### src/ppl_pkg.sv
// polyline path length: shared command and status types
// used by the controller, the datapath and the top level; no dependencies
`timescale 1ns / 1ps
`default_nettype none

package ppl_pkg;

  // commands from the controller to the datapath
  typedef struct packed {
    logic capture;    // take the point word and its coordinate differences
    logic sq_x;       // square dx
    logic sq_y;       // square dy, start the sum
    logic sq_z;       // square dz (or zero in 2d), add dy^2
    logic load_root;  // load the radicand into the root unit
    logic root_step;  // one digit of the square root
    logic accum;      // add the segment length into the running total
    logic finish;     // update the previous point, emit and clear on the last point
  } ppl_cmd_t;

  // status from the datapath to the controller
  typedef struct packed {
    logic seg_needed; // incoming point closes a segment
    logic last;       // captured point is the last of its trajectory
    logic out_free;   // output register can take a new word this cycle
  } ppl_sts_t;

endpackage : ppl_pkg

`default_nettype wire

### src/ppl_if.sv
// polyline path length: point and length channel interfaces
// valid/ready handshake with payload; no dependencies
`timescale 1ns / 1ps
`default_nettype none

interface ppl_in_if #(
  parameter int COORD_BITS = 24
);
  logic                         valid;
  logic                         ready;
  logic signed [COORD_BITS-1:0] coord_x;
  logic signed [COORD_BITS-1:0] coord_y;
  logic signed [COORD_BITS-1:0] coord_z;
  logic                         point_missing;
  logic                         last_point;

  modport source (
    output valid, coord_x, coord_y, coord_z, point_missing, last_point,
    input  ready
  );
  modport sink (
    input  valid, coord_x, coord_y, coord_z, point_missing, last_point,
    output ready
  );
endinterface : ppl_in_if

interface ppl_out_if #(
  parameter int SUM_BITS = 40
);
  logic                valid;
  logic                ready;
  logic [SUM_BITS-1:0] path_length;
  logic                length_saturated;

  modport source (
    output valid, path_length, length_saturated,
    input  ready
  );
  modport sink (
    input  valid, path_length, length_saturated,
    output ready
  );
endinterface : ppl_out_if

`default_nettype wire

### src/ppl_ctrl.sv
// polyline path length: sequencing state machine
// depends on ppl_pkg for the command and status structs
`timescale 1ns / 1ps
`default_nettype none

module ppl_ctrl #(
  parameter int COORD_BITS = 24
) (
  input  wire logic              clk_i,
  input  wire logic              rst_ni,
  input  wire logic              in_valid_i,
  output      logic              in_ready_o,
  input  wire ppl_pkg::ppl_sts_t sts_i,
  output      ppl_pkg::ppl_cmd_t cmd_o
);
  import ppl_pkg::*;

  localparam int CntW = $clog2(COORD_BITS + 1);

  typedef enum logic [7:0] {
    S_IDLE   = 8'b0000_0001,
    S_SQ_X   = 8'b0000_0010,
    S_SQ_Y   = 8'b0000_0100,
    S_SQ_Z   = 8'b0000_1000,
    S_LOAD   = 8'b0001_0000,
    S_ROOT   = 8'b0010_0000,
    S_ACCUM  = 8'b0100_0000,
    S_FINISH = 8'b1000_0000
  } ppl_state_e;

  ppl_state_e state_q, state_d;
  logic [CntW-1:0] cnt_q, cnt_d;
  logic            root_last;

  assign root_last = (cnt_q == CntW'(COORD_BITS));

  always_comb begin
    state_d    = state_q;
    cnt_d      = cnt_q;
    cmd_o      = '0;
    in_ready_o = 1'b0;
    unique case (state_q)
      S_IDLE: begin
        in_ready_o = 1'b1;
        if (in_valid_i) begin
          cmd_o.capture = 1'b1;
          state_d       = sts_i.seg_needed ? S_SQ_X : S_FINISH;
        end
      end
      S_SQ_X: begin
        cmd_o.sq_x = 1'b1;
        state_d    = S_SQ_Y;
      end
      S_SQ_Y: begin
        cmd_o.sq_y = 1'b1;
        state_d    = S_SQ_Z;
      end
      S_SQ_Z: begin
        cmd_o.sq_z = 1'b1;
        state_d    = S_LOAD;
      end
      S_LOAD: begin
        cmd_o.load_root = 1'b1;
        cnt_d           = '0;
        state_d         = S_ROOT;
      end
      S_ROOT: begin
        cmd_o.root_step = 1'b1;
        cnt_d           = cnt_q + CntW'(1);
        if (root_last) begin
          state_d = S_ACCUM;
        end
      end
      S_ACCUM: begin
        cmd_o.accum = 1'b1;
        state_d     = S_FINISH;
      end
      S_FINISH: begin
        // a last point waits here while the previous length is still unread
        if (!sts_i.last || sts_i.out_free) begin
          cmd_o.finish = 1'b1;
          state_d      = S_IDLE;
        end
      end
      default: begin
        state_d = S_IDLE;
      end
    endcase
  end

  always_ff @(posedge clk_i or negedge rst_ni) begin
    if (!rst_ni) begin
      state_q <= S_IDLE;
      cnt_q   <= '0;
    end else begin
      state_q <= state_d;
      cnt_q   <= cnt_d;
    end
  end

endmodule : ppl_ctrl

`default_nettype wire

### src/ppl_dp.sv
// polyline path length: datapath with shared squarer, bit-serial root,
// saturating accumulator and output register; depends on ppl_pkg
`timescale 1ns / 1ps
`default_nettype none

module ppl_dp #(
  parameter int COORD_BITS = 24,
  parameter int SUM_BITS   = 40
) (
  input  wire logic                         clk_i,
  input  wire logic                         rst_ni,
  input  wire logic                         cfg_we_i,
  input  wire logic                         cfg_wdata_i,
  input  wire logic signed [COORD_BITS-1:0] coord_x_i,
  input  wire logic signed [COORD_BITS-1:0] coord_y_i,
  input  wire logic signed [COORD_BITS-1:0] coord_z_i,
  input  wire logic                         point_missing_i,
  input  wire logic                         last_point_i,
  input  wire ppl_pkg::ppl_cmd_t            cmd_i,
  output      ppl_pkg::ppl_sts_t            sts_o,
  output      logic                         out_valid_o,
  input  wire logic                         out_ready_i,
  output      logic [SUM_BITS-1:0]          path_length_o,
  output      logic                         length_saturated_o
);
  import ppl_pkg::*;

  localparam int DiffW = COORD_BITS + 1;       // magnitude of a difference
  localparam int RadW  = 2 * COORD_BITS + 2;   // sum of up to three squares
  localparam int RootW = COORD_BITS + 1;
  localparam int RemW  = COORD_BITS + 3;
  localparam int AccW  = ((SUM_BITS > RootW) ? SUM_BITS : RootW) + 1;

  function automatic logic [DiffW-1:0] abs_diff(
    input logic [COORD_BITS-1:0] a,
    input logic [COORD_BITS-1:0] b
  );
    logic [DiffW-1:0] d;
    d = {a[COORD_BITS-1], a} - {b[COORD_BITS-1], b};
    return d[DiffW-1] ? (~d + DiffW'(1)) : d;
  endfunction

  logic                  three_dims_q;
  logic [COORD_BITS-1:0] prev_x_q, prev_y_q, prev_z_q;
  logic                  prev_usable_q;
  logic [COORD_BITS-1:0] cur_x_q, cur_y_q, cur_z_q;
  logic                  cur_missing_q, cur_last_q;
  logic [DiffW-1:0]      dx_q, dy_q, dz_q;
  logic [RadW-1:0]       prod_q, acc_q, rad_q;
  logic [RootW-1:0]      root_q;
  logic [RemW-1:0]       rem_q;
  logic [SUM_BITS-1:0]   total_q;
  logic                  clamped_q;
  logic                  out_valid_q;
  logic [SUM_BITS-1:0]   out_len_q;
  logic                  out_sat_q;

  logic [DiffW-1:0] mul_op;
  logic [RadW-1:0]  mul_res;
  logic [RemW-1:0]  rem_sh, trial;
  logic             digit;
  logic [AccW-1:0]  sum_w;
  logic             over;

  // one shared squarer, operand picked per step
  always_comb begin
    mul_op = dz_q;
    if (cmd_i.sq_x) begin
      mul_op = dx_q;
    end else if (cmd_i.sq_y) begin
      mul_op = dy_q;
    end
  end
  assign mul_res = RadW'(mul_op) * RadW'(mul_op);

  // restoring square root, one result bit per step
  assign rem_sh = {rem_q[RemW-3:0], rad_q[RadW-1 -: 2]};
  assign trial  = {root_q, 2'b01};
  assign digit  = (rem_sh >= trial);

  assign sum_w = AccW'(total_q) + AccW'(root_q);
  assign over  = |sum_w[AccW-1:SUM_BITS];

  assign sts_o.seg_needed = !point_missing_i && prev_usable_q;
  assign sts_o.last       = cur_last_q;
  assign sts_o.out_free   = !out_valid_q || out_ready_i;

  assign out_valid_o        = out_valid_q;
  assign path_length_o      = out_len_q;
  assign length_saturated_o = out_sat_q;

  always_ff @(posedge clk_i or negedge rst_ni) begin
    if (!rst_ni) begin
      three_dims_q <= 1'b0;
    end else if (cfg_we_i) begin
      three_dims_q <= cfg_wdata_i;
    end
  end

  // point word and its differences to the stored point
  always_ff @(posedge clk_i) begin
    if (cmd_i.capture) begin
      cur_x_q       <= coord_x_i;
      cur_y_q       <= coord_y_i;
      cur_z_q       <= coord_z_i;
      cur_missing_q <= point_missing_i;
      cur_last_q    <= last_point_i;
      dx_q          <= abs_diff(coord_x_i, prev_x_q);
      dy_q          <= abs_diff(coord_y_i, prev_y_q);
      dz_q          <= abs_diff(coord_z_i, prev_z_q);
    end
  end

  always_ff @(posedge clk_i) begin
    if (cmd_i.sq_x || cmd_i.sq_y) begin
      prod_q <= mul_res;
    end else if (cmd_i.sq_z) begin
      prod_q <= three_dims_q ? mul_res : '0;
    end
    if (cmd_i.sq_y) begin
      acc_q <= prod_q;
    end else if (cmd_i.sq_z) begin
      acc_q <= acc_q + prod_q;
    end
    if (cmd_i.load_root) begin
      rad_q  <= acc_q + prod_q;
      rem_q  <= '0;
      root_q <= '0;
    end else if (cmd_i.root_step) begin
      rad_q  <= {rad_q[RadW-3:0], 2'b00};
      rem_q  <= digit ? (rem_sh - trial) : rem_sh;
      root_q <= {root_q[RootW-2:0], digit};
    end
  end

  // trajectory state
  always_ff @(posedge clk_i or negedge rst_ni) begin
    if (!rst_ni) begin
      prev_x_q      <= '0;
      prev_y_q      <= '0;
      prev_z_q      <= '0;
      prev_usable_q <= 1'b0;
      total_q       <= '0;
      clamped_q     <= 1'b0;
    end else if (cmd_i.accum) begin
      total_q   <= over ? '1 : sum_w[SUM_BITS-1:0];
      clamped_q <= clamped_q | over;
    end else if (cmd_i.finish) begin
      if (cur_last_q) begin
        prev_x_q      <= '0;
        prev_y_q      <= '0;
        prev_z_q      <= '0;
        prev_usable_q <= 1'b0;
        total_q       <= '0;
        clamped_q     <= 1'b0;
      end else begin
        if (!cur_missing_q) begin
          prev_x_q <= cur_x_q;
          prev_y_q <= cur_y_q;
          prev_z_q <= cur_z_q;
        end
        prev_usable_q <= !cur_missing_q;
      end
    end
  end

  // output word register
  always_ff @(posedge clk_i or negedge rst_ni) begin
    if (!rst_ni) begin
      out_valid_q <= 1'b0;
    end else if (cmd_i.finish && cur_last_q) begin
      out_valid_q <= 1'b1;
    end else if (out_ready_i) begin
      out_valid_q <= 1'b0;
    end
  end

  always_ff @(posedge clk_i) begin
    if (cmd_i.finish && cur_last_q) begin
      out_len_q <= total_q;
      out_sat_q <= clamped_q;
    end
  end

endmodule : ppl_dp

`default_nettype wire

### src/polyline_path_length_unit.sv
// polyline path length: top level joining controller and datapath
// depends on ppl_pkg, ppl_if, ppl_ctrl and ppl_dp
`timescale 1ns / 1ps
`default_nettype none

// Sums the Euclidean lengths of the segments of a trajectory that arrives one
// point word at a time, and delivers the total on the word marked last. A point
// that closes a segment is accepted, squares dx, dy and dz on the shared squarer,
// loads the root unit, runs the bit-serial square root one result bit per step,
// accumulates and finishes. A point that closes no segment (missing, first of a
// trajectory, or first after a gap) is only accepted and finished. The input is
// ready only between points; a last point holds in its finish step while the
// previous length word still waits in the output register. The total saturates
// at all ones and then sets length_saturated.
module polyline_path_length_unit #(
  parameter int COORD_BITS = 24,
  parameter int SUM_BITS   = 40
) (
  input  wire logic clk_i,
  input  wire logic rst_ni,
  input  wire logic cfg_we_i,
  input  wire logic cfg_wdata_i,
  ppl_in_if.sink    pt_in,
  ppl_out_if.source len_out
);
  import ppl_pkg::*;

  ppl_cmd_t cmd;
  ppl_sts_t sts;

  ppl_ctrl #(
    .COORD_BITS (COORD_BITS)
  ) u_ctrl (
    .clk_i      (clk_i),
    .rst_ni     (rst_ni),
    .in_valid_i (pt_in.valid),
    .in_ready_o (pt_in.ready),
    .sts_i      (sts),
    .cmd_o      (cmd)
  );

  ppl_dp #(
    .COORD_BITS (COORD_BITS),
    .SUM_BITS   (SUM_BITS)
  ) u_dp (
    .clk_i              (clk_i),
    .rst_ni             (rst_ni),
    .cfg_we_i           (cfg_we_i),
    .cfg_wdata_i        (cfg_wdata_i),
    .coord_x_i          (pt_in.coord_x),
    .coord_y_i          (pt_in.coord_y),
    .coord_z_i          (pt_in.coord_z),
    .point_missing_i    (pt_in.point_missing),
    .last_point_i       (pt_in.last_point),
    .cmd_i              (cmd),
    .sts_o              (sts),
    .out_valid_o        (len_out.valid),
    .out_ready_i        (len_out.ready),
    .path_length_o      (len_out.path_length),
    .length_saturated_o (len_out.length_saturated)
  );

endmodule : polyline_path_length_unit

`default_nettype wire

### src/flat_wrapper.sv
// flat-port wrapper written by rule: the top's interface ports become plain ports
module polyline_path_length_unit_flat import ppl_pkg::*;
#(
  parameter int COORD_BITS = 24,
  parameter int SUM_BITS   = 40
)
  (clk_i, rst_ni, cfg_we_i, cfg_wdata_i, pt_in_valid, pt_in_coord_x, pt_in_coord_y, pt_in_coord_z, pt_in_point_missing, pt_in_last_point, pt_in_ready, len_out_valid, len_out_path_length, len_out_length_saturated, len_out_ready);
  ppl_in_if #(.COORD_BITS(COORD_BITS)) pt_in_i ();
  ppl_out_if #(.SUM_BITS(SUM_BITS)) len_out_i ();
  input  wire logic clk_i;
  input  wire logic rst_ni;
  input  wire logic cfg_we_i;
  input  wire logic cfg_wdata_i;
  input wire logic [$bits(pt_in_i.valid)-1:0] pt_in_valid;
  input wire logic [$bits(pt_in_i.coord_x)-1:0] pt_in_coord_x;
  input wire logic [$bits(pt_in_i.coord_y)-1:0] pt_in_coord_y;
  input wire logic [$bits(pt_in_i.coord_z)-1:0] pt_in_coord_z;
  input wire logic [$bits(pt_in_i.point_missing)-1:0] pt_in_point_missing;
  input wire logic [$bits(pt_in_i.last_point)-1:0] pt_in_last_point;
  output wire logic [$bits(pt_in_i.ready)-1:0] pt_in_ready;
  output wire logic [$bits(len_out_i.valid)-1:0] len_out_valid;
  output wire logic [$bits(len_out_i.path_length)-1:0] len_out_path_length;
  output wire logic [$bits(len_out_i.length_saturated)-1:0] len_out_length_saturated;
  input wire logic [$bits(len_out_i.ready)-1:0] len_out_ready;
  assign pt_in_i.valid = pt_in_valid;
  assign pt_in_i.coord_x = pt_in_coord_x;
  assign pt_in_i.coord_y = pt_in_coord_y;
  assign pt_in_i.coord_z = pt_in_coord_z;
  assign pt_in_i.point_missing = pt_in_point_missing;
  assign pt_in_i.last_point = pt_in_last_point;
  assign pt_in_ready = pt_in_i.ready;
  assign len_out_valid = len_out_i.valid;
  assign len_out_path_length = len_out_i.path_length;
  assign len_out_length_saturated = len_out_i.length_saturated;
  assign len_out_i.ready = len_out_ready;
  polyline_path_length_unit #(.COORD_BITS(COORD_BITS), .SUM_BITS(SUM_BITS)) u_core (.clk_i(clk_i), .rst_ni(rst_ni), .cfg_we_i(cfg_we_i), .cfg_wdata_i(cfg_wdata_i), .pt_in(pt_in_i), .len_out(len_out_i));
endmodule
### config.mk
export PLATFORM = sky130hd
export DESIGN_NAME = polyline_path_length_unit_flat
export DESIGN_NICKNAME = d
export VERILOG_FILES = /design/src/ppl_pkg.sv /design/src/ppl_if.sv /design/src/ppl_ctrl.sv /design/src/ppl_dp.sv /design/src/polyline_path_length_unit.sv /design/src/flat_wrapper.sv
export SDC_FILE = /design/constraint.sdc
export NUM_CORES = 2
export LEC_CHECK = 0
export BUFFER_PORTS_ARGS = -buffer_cell sky130_fd_sc_hd__buf_2
export CAP_MARGIN = 20
export CORE_ASPECT_RATIO = 2
export CORE_MARGIN = 2
export CORE_UTILIZATION = 60
export DETAILED_ROUTE_END_ITERATION = 10
export GPL_ROUTABILITY_DRIVEN = 0
export PLACE_DENSITY = 0.75
export SYNTH_ARGS = -nofsm -noshare
export SYNTH_HDL_FRONTEND = slang
export SYNTH_SLANG_ARGS = --single-unit
### constraint.sdc
create_clock -name clk_i -period 25.9 [get_ports clk_i]
set_input_delay 5.18 -clock clk_i [delete_from_list [all_inputs] [get_ports clk_i]]
set_output_delay 5.18 -clock clk_i [all_outputs]
set_load 0.01 [all_outputs]
==> key figures <==
STA
  • Clock Skew: 59.3 ps
  • RSZ-0062 raised after global routing: no
  • Final min period: 10,990 ps
  • Setup TNS: 0 ps
  • Slew Limit Fails: 0
  • Worst rel slew slack: 0.202
  • Final setup fails: 0
  • Fmax: 0.0910 GHz
  • Final Hold Viols: 0
  • Worst-Margin Slew: 1190 ps
  • Final worst-path cycle share: 0.424

Die
  • FP Rows: 146
  • Core Box Area: 0.0789 sq mm
  • Io pins: 123
  • Die Y: 402 um
  • Starting density of the core: 0.603
  • Die area: 0.0817 sq mm
  • Die W: 203 um

Setup path
  • CP delay by family, top: adder cells
  • CP dominant cell by count: fa_1
  • Slowest CP cell: inv_1
  • Buf/Inv on CP: 6
  • WP data required: 26,410 ps
  • WP data arrival: 11,500 ps
  • Crit Path Class: flop to flop
  • CP max stage delay: 740 ps
  • Crit end category: flop
  • CP startpoint kind: flop
  • Critical path fanouts, max: 20

Hold path
  • Min-Delay Path Class: flop to flop

CTS
  • Post-CTS sizing: 0
  • TritonCTS Buffers: 49
  • CTS Hold Buffers Added: 0
  • Reg clk slew, reported paths: 70 ps
  • Worst skew pair latency: 670 ps
  • H-tree levels: 2
  • Root Driver: clkbuf_16
  • CTS tree: built
  • Clock Path Buffers: 3
  • Clk sink count: 518
  • Post-CTS Setup Repair Bufs: 0

Layout
  • Share of post-route cells with drive strength above 1: 0.0634
  • # fillers: 6,447
  • Final net count: 5,948
  • Area grow syn2layout: 7.07%

Synth
  • Gate Count Post-Synth: 5,006
  • Post-synthesis sequential area ratio: 0.303
  • Yosys cell types: 90
  • YS warnings: 0
  • Syn_nets: 5,913
  • Dominant cell type by area after synthesis: edfxtp_1
  • Post-synth top area share: 0.214
  • Async SR Flop Fraction: 0.249
  • Number of enable flip-flop cells after synthesis: 339
  • Synth Register Bits: 518
  • Mapped cell area: 0.0475 sq mm
  • Synth Area per Inst: 9.50 sq um
  • Cell types occupying the most area after synthesis: edfxtp_1 (21%), fa_1 (20%), ha_1 (9.4%), inv_1 (6.8%), dfrtp_1 (6.7%)
  • Most used DFF post-synth: edfxtp_1

Run
  • Max-cap violations: 0

Drt
  • Detailed Routing Iterations Pass 1: 6
  • DR WL/cell: 21.8 um
  • DRC viols: 0
  • Iter 0 DRT Violations: 2,245
  • Via count: 36,900
  • Vias per cell: 6.03
  • Final ANT Viol Nets: 0
  • Final wirelength: 133,000 um

Placement
  • Buffers on Ports: 122
  • DP HPWL: 105,000 um

Global route
  • Grt ovf: 0
  • Global Route Usage Sum: 0.332
  • Largest net degree at the start of global routing: 83
  • Initial antenna violation count: 1
  • Number of global-route vias before repair: 39,500
  • First-pass GRT wire length: 207,000 um

Run status
  • Run status: finished, final reports clean
==> area by class of cell <==
| class | count | area, sq um | area share |
|---|---|---|---|
| diodes | 1 | 2.50 | 0.0000492 |
| clock buffers | 57 | 1310 | 0.0257 |
| clock inverters | 35 | 483 | 0.00949 |
| inverters | 869 | 3260 | 0.0641 |
| multi-input cells | 3441 | 29200 | 0.574 |
| flip-flops and latches | 518 | 14400 | 0.283 |
| well taps | 1036 | 1300 | 0.0255 |
| repair buffers | 162 | 925 | 0.0182 |
==> path summary, 6_finish.rpt <==
kind	from	endpoint	slack (ps)	cells past startpoint
min in group asynchronous	rst_ni	u_core.u_dp.clamped_q$_DFFE_PN0P_	4580	1
max in group asynchronous	rst_ni	u_core.u_dp.prev_x_q[18]$_DFFE_PN0P_	19990	2
min reg2reg	u_core.u_dp.clamped_q$_DFFE_PN0P_	u_core.u_dp.length_saturated_o$_DFFE_PP_	450	0
min	u_core.u_dp.clamped_q$_DFFE_PN0P_	u_core.u_dp.length_saturated_o$_DFFE_PP_	450	0
max	u_core.u_ctrl.state_q[3]$_DFFE_PN0P_	u_core.u_dp.prod_q[48]$_DFFE_PP_	14910	31
max reg2reg	u_core.u_ctrl.state_q[3]$_DFFE_PN0P_	u_core.u_dp.prod_q[48]$_DFFE_PP_	14910	31
==> registers in the layout, summed over array words and instances, names as in the netlist, 8 cells and up <==
register,cells
u_core.u_ctrl.state_q,8
u_core.u_dp.prod_q,49
u_core.u_dp.acc_q,50
u_core.u_dp.total_q,40
u_core.u_dp.rad_q,50
u_core.u_dp.path_length_o,40
u_core.u_dp.rem_q,25
u_core.u_dp.cur_z_q,24
u_core.u_dp.dy_q,25
u_core.u_dp.cur_y_q,24
u_core.u_dp.dz_q,25
u_core.u_dp.prev_x_q,24
u_core.u_dp.prev_y_q,24
u_core.u_dp.prev_z_q,24
u_core.u_dp.cur_x_q,24
u_core.u_dp.root_q,25
u_core.u_dp.dx_q,25
==> cell families after synthesis <==
| kind of cell | share of synthesized area |
|---|---|
| compound gates | 0.139 |
| xor+xnor | 0.0470 |
| fa+ha+maj | 0.292 |
| buf+inv | 0.0837 |
| flops | 0.303 |
| mux | 0.00966 |
| simple gates | 0.126 |
==> through the flow <==
stage	hold slack [ps]	std cells	worst slack [ps]	instance area, sq um	utilization
2_1_floorplan	423	5006	16780	47500	-
3_3_place_gp	433	6025	15490	49100	0.622
3_5_place_dp	436	6025	15360	49100	0.622
4_1_cts	452	6117	15320	50900	0.645
5_1_grt	461	6118	14600	50900	0.645
6_report	454	6119	14910	50900	0.645
==> Yosys cell counts (all sizes together) (21+ instances only) <==
cell type / instances
a211oi: 37
a21o: 127
a21oi: 233
a22o: 76
a31oi: 48
and2: 26
and3: 37
buf: 42
clkbuf: 136
dfrtp: 128
dfxtp: 50
edfxtp: 339
fa: 470
ha: 357
inv: 864
mux2i: 29
nand2: 529
nand2b: 29
nand3: 93
nand4: 32
nor2: 356
nor2b: 43
nor3: 66
o21a: 50
o21ai: 228
o21bai: 37
o22ai: 28
or3: 21
xnor2: 148
xor2: 107
==> cells in the final DEF, fill, tap and decap left out, types with 24 or more instances in the layout <==
cell       instances
a22o_1            76
buf_2            121
clkbuf_16         50
and2_1            24
edfxtp_1         339
a21oi_1          231
nor3_1            62
o22ai_1           28
nand3_1           92
buf_4             39
mux2i_1           29
ha_1             357
nand2_1          528
nand2b_1          29
inv_1            862
fa_1             470
a211oi_1          35
o21bai_1          37
and3_1            37
o21ai_0          210
nor2_1           355
xnor2_1          148
xor2_1           107
a21o_1           127
nor2b_1           43
o21a_1            50
a31oi_1           47
dfrtp_1          128
nand4_1           31
dfxtp_1           50
==> layer usage <==
metal | track usage | part of all wire | wire length, um | vias to the layer above
met3 | 0.0526 | 0.054 | 7180 | 733
met5 | 0 | 0 | 0 | -
met1 | 0.296 | 0.30 | 40200 | 18000
li1 | - | - | - | 16700
met2 | 0.626 | 0.54 | 71400 | 1425
met4 | 0.299 | 0.11 | 14500 | 0
Power is left out: the tool's default activity adds up to more than one toggle a clock period on the data nets, which glitch-free logic cannot reach.
